==> config.mk <==
export PLATFORM = sky130hd
export DESIGN_NAME = olasr_cell
export DESIGN_NICKNAME = d
export VERILOG_FILES = /design/src/design/ordered_list_append_search_remove_macros.svh /design/src/design/olasr_pkg.sv /design/src/design/olasr_cell.sv
export SDC_FILE = /design/constraint.sdc
export NUM_CORES = 1
export LEC_CHECK = 0
export BUFFER_PORTS_ARGS = -buffer_cell sky130_fd_sc_hd__buf_2
export CORE_MARGIN = 1
export CORE_UTILIZATION = 38
export CTS_CLUSTER_SIZE = 25
export DETAILED_ROUTE_END_ITERATION = 8
export HOLD_SLACK_MARGIN = 0.08
export PLACE_DENSITY = 0.73
export SLEW_MARGIN = 20
export SYNTH_ARGS = -nofsm -noshare
export SYNTH_HDL_FRONTEND = slang
export SYNTH_SLANG_ARGS = --single-unit
==> constraint.sdc <==
create_clock -name i_clk -period 1.5 [get_ports i_clk]
set_input_delay 0.15 -clock i_clk [delete_from_list [all_inputs] [get_ports i_clk]]
set_output_delay 0.15 -clock i_clk [all_outputs]
set_load 0.1 [all_outputs]
==> src/design/ordered_list_append_search_remove_macros.svh <==
// Assertion macros used by the ordered list top level.
// Depends on nothing; each use names the clock and reset of the including module.
`ifndef ORDERED_LIST_APPEND_SEARCH_REMOVE_MACROS_SVH
`define ORDERED_LIST_APPEND_SEARCH_REMOVE_MACROS_SVH

// Same-cycle implication, checked outside reset.
`define OLASR_ASSERT_IMP(label, clk, rst_n, ante, cons, msg) \
    label: assert property (@(posedge clk) disable iff (!rst_n) (ante) |-> (cons)) \
        else $error(msg);

// Next-cycle implication, checked outside reset.
`define OLASR_ASSERT_NXT(label, clk, rst_n, ante, cons, msg) \
    label: assert property (@(posedge clk) disable iff (!rst_n) (ante) |=> (cons)) \
        else $error(msg);

`endif

==> src/design/olasr_pkg.sv <==
// Types and codes for the ordered list block.
// Used by olasr_cell and ordered_list_append_search_remove; depends on nothing.
package olasr_pkg;

    typedef enum logic [1:0] {
        KIND_APPEND = 2'd0,
        KIND_SEARCH = 2'd1,
        KIND_REMOVE = 2'd2,
        KIND_DUMP   = 2'd3
    } t_kind;

    localparam logic [1:0] ST_OK        = 2'd0;
    localparam logic [1:0] ST_NOT_FOUND = 2'd1;
    localparam logic [1:0] ST_FULL      = 2'd2;
    localparam logic [1:0] ST_EMPTY     = 2'd3;

    typedef enum logic [1:0] {
        S_IDLE = 2'd0,
        S_EXEC = 2'd1,
        S_DUMP = 2'd2
    } t_state;

    typedef struct packed {
        logic [1:0]         kind;
        logic signed [31:0] value;
    } t_item;

    typedef struct packed {
        logic [1:0]         done_kind;
        logic [1:0]         status;
        logic signed [31:0] entry;
        logic               last;
    } t_result;

    // Per-cell controls: capture a compare, load a new value, take the
    // neighbour's value, or take the head value (wrap of a dump rotation).
    typedef struct packed {
        logic cmp;
        logic load;
        logic shift;
        logic wrap;
    } t_cell_ctl;

endpackage

==> src/design/olasr_cell.sv <==
// One storage cell of the ordered list: holds an entry and a registered match flag.
// Depends on olasr_pkg.
module olasr_cell (
    input  logic                  i_clk,
    input  olasr_pkg::t_cell_ctl  i_ctl,
    input  logic                  i_valid,
    input  logic signed [31:0]    i_value,
    input  logic signed [31:0]    i_next,
    input  logic signed [31:0]    i_head,
    output logic signed [31:0]    o_data,
    output logic                  o_match
);

    logic signed [31:0] r_data;
    logic signed [31:0] n_data;
    logic               r_match;

    always_comb begin
        n_data = r_data;
        if (i_ctl.load) begin
            n_data = i_value;
        end else if (i_ctl.shift) begin
            n_data = i_next;
        end else if (i_ctl.wrap) begin
            n_data = i_head;
        end
    end

    always_ff @(posedge i_clk) begin
        r_data <= n_data;
        if (i_ctl.cmp) begin
            r_match <= i_valid && (r_data == i_value);
        end
    end

    assign o_data  = r_data;
    assign o_match = r_match;

endmodule

==> key figures <==
Run status
  • Status: completed

Run
  • Max-cap viol count: 0

Route
  • Initial DRC Count: 36
  • TritonRoute pass-1 iters: 6
  • Residual DRC: 0
  • Final WL: 5220 um
  • Vias per cell: 4.57
  • Vias: 1781
  • Wire length per cell: 13.4 um
  • Post-route ant nets: 0

Power
  • Clk pwr share: 19.8%
  • Sw power: 1.39 mW
  • Max VDD drop: 0.453 mV
  • Seq pwr share: 38.2%
  • Leak: 1.39 nW
  • Ratio of total power to cell area: 1100 nW/um^2
  • Cell-internal power: 1.75 mW
  • Combinational fraction of design power: 41.9%
  • Tot Pwr: 3.14 mW
  • Net Sw Frac: 44.2%

Worst hold path
  • Hold path depth: 3
  • Min-delay worst type: in2reg

Critical path
  • Crit path depth: 4
  • R2r endpoint: o_match
  • Critical path origin: o_data[15]
  • Worst path cell trace: xor2_1, nor4_2, nand4_1, nor4_2
  • Cells on worst reg2reg path: 4
  • Worst setup SP type: flip-flop
  • Critical path's most frequent cell: nor4_2
  • CP Class: reg2reg
  • CP Buf/Inv Count: 0
  • Worst-path fanout max: 2
  • Slowest-stage cell, CP: edfxtp_1
  • Crit path required time: 1620 ps
  • WP data arrival: 1600 ps
  • Reg2reg setup slack: 20 ps
  • Crit-path leading delay family: simple AND/OR/NAND/NOR gates
  • Worst setup EP type: flip-flop
  • RR Startpoint: o_data[15]
  • Crit path capture: o_match
  • Delay of the slowest critical-path stage: 410 ps

Clock network
  • CTS H-Tree Depth: 2
  • CTS Buffer Depth: 2
  • Num Clock Sinks: 33
  • Post-CTS setup buffers: 0
  • Clock transition at path regs: 70 ps
  • Clk root buf: clkbuf_8
  • CTS buffer count: 5
  • CTS tree: built
  • Worst-Skew Late Latency: 280 ps

Cells and area
  • Share of cells above drive strength 1: 46.6%
  • Most frequent cells in the layout: 134 x buf_2, 33 x nand2_1, 33 x edfxtp_1
  • # diodes: 0
  • Fin cells: 390
  • Most common library cell in the layout ignoring fill and taps: buf_2
  • Number of nets in the layout: 422
  • Area Overhead vs Synth: 42.6%
  • Fillers: 481

Logic synthesis
  • Syn_nets: 287
  • Post-Synthesis Cells: 185
  • Seq/Total Area, Yosys: 49.3%
  • Seq cells post-synth: 33
  • Synth warn: 0
  • Yosys cell types: 16
  • Mapped cell area: 2010 um^2
  • Syn Area/Cell: 10.9 um^2

Die
  • DIE HEIGHT: 74.7 um
  • # rows: 26
  • Full die area: 5580 um^2
  • Core area: 5110 um^2
  • Die extent in x: 74.7 um
  • I/O pin count: 135
  • Starting Density: 39.3%

STA
  • Setup TNS: 0 ps
  • Final Slew Violations: 0
  • Max-Slew Margin vs Limit: 64.9%
  • RSZ-0062 raised after global routing: true
  • Max Clock Freq: 0.674 GHz
  • Final setup violation count: 0
  • Worst Skew: 3.17 ps
  • Actual slew at the worst max-slew pin: 526 ps
  • Tmin final: 1480 ps
  • Final WS setup: 17.3 ps
  • Final period utilization: 98.8%
  • WHS: 169 ps
  • Final Hold Fails: 0

Placed design
  • GP Congestion: 0.781
  • Port Buffers: 134
  • Post-place setup slack: -93.7 ps
  • Inst Count DP: 382
  • Detailed Place HPWL: 4030 um

Global route
  • First-pass GRT wire length: 7500 um
  • Largest net degree at the start of global routing: 65
  • Vias in the first global route: 1647
  • Global Route Usage Sum: 18.6%
  • Gr ovfl total: 0
  • Initial antenna violation count: 0
==> Yosys cell counts <==
library cell / count / area share (%)
edfxtp_1: 33 / 49
nand2_1: 33 / 6.2
mux2i_1: 32 / 16
o21ai_0: 32 / 8.0
xor2_1: 27 / 12
clkbuf_1: 7 / 1.3
nor4_1: 6 / 1.9
buf_2: 4 / 1.0
xnor2_1: 4 / 1.7
a2111oi_2: 1 / 0.75
inv_1: 1 / 0.19
nand3_1: 1 / 0.25
nand4_1: 1 / 0.31
nor4_2: 1 / 0.62
o2111ai_1: 1 / 0.44
or3_1: 1 / 0.31
==> cells by family after synthesis <==
group / count (synthesis) / share of synthesized area [%]
and+or+nand+nor: 43 / 9.53
buffers and inverters: 12 / 2.49
AOI/OAI and AO/OA: 34 / 9.16
muxes: 32 / 16.0
xor gates and xnor gates: 31 / 13.5
DFF: 33 / 49.3
==> sequential cells by signal, indices dropped and copies added, names as in the netlist <==
register	cells
o_data	32
o_match	1
==> final cells by class <==
type,count,area [um^2],share of cell area [%]
tap,70,87.6,3.06
clock buffer,6,72.6,2.53
sequential,33,991,34.6
timing repair buffer,139,723,25.3
multi-input combinational,140,981,34.3
clock inverter,1,3.75,0.131
inverter,1,3.75,0.131
==> power groups by stage <==
stage                     Combinational (mW)  Clock, mW  Sequential [mW]
after floorplan                        0.244          0             1.97
after global placement                  1.30          0             1.22
after detailed placement                1.31          0             1.22
after CTS                               1.32      0.641             1.20
after global routing                    1.38      0.673             1.21
final                                   1.32      0.623             1.20
==> worst register-to-register path, delay by kind of cell, from the launching register on <==
family	cells	cell delay, ps
xor+xnor	1	170
flops	1	410
simple gates	3	740
==> stage by stage <==
stage | instance area (um^2) | utilization [%]
6_report | 2860 | 56.1
2_1_floorplan | 2010 | -
5_1_grt | 2860 | 56.1
3_5_place_dp | 2760 | 54.1
3_3_place_gp | 2760 | 54.1
4_1_cts | 2860 | 56.1
==> how the worst min path moves through the flow <==
stage	slack (ps)	endpoint	start
final	170	o_data[12]	i_value[12]
after global routing	170	o_data[16]	i_value[16]
after CTS	160	o_data[12]	i_value[12]
after detailed placement	350	o_match	i_ctl[3]
after global placement	350	o_match	i_ctl[3]
after floorplan	260	o_match	i_ctl[3]
==> metal layers <==
layer,track usage (%),wire length [um],vias to the layer above
met1,21.6,2230,778
met5,0,0,-
met4,7.34,73,0
met3,3.75,239,6
li1,-,-,935
met2,33.4,2680,62
==> repair_timing <==
action | CTS | global route
gates resized for setup | 2 | 0
pin swaps | 1 | 3
hold buffers | 1 | 0
endpoints found under the hold margin | 1 | 0
setup endpoints to repair | 1 | 1
No activity file was read; power rests on OpenSTA's default activity.
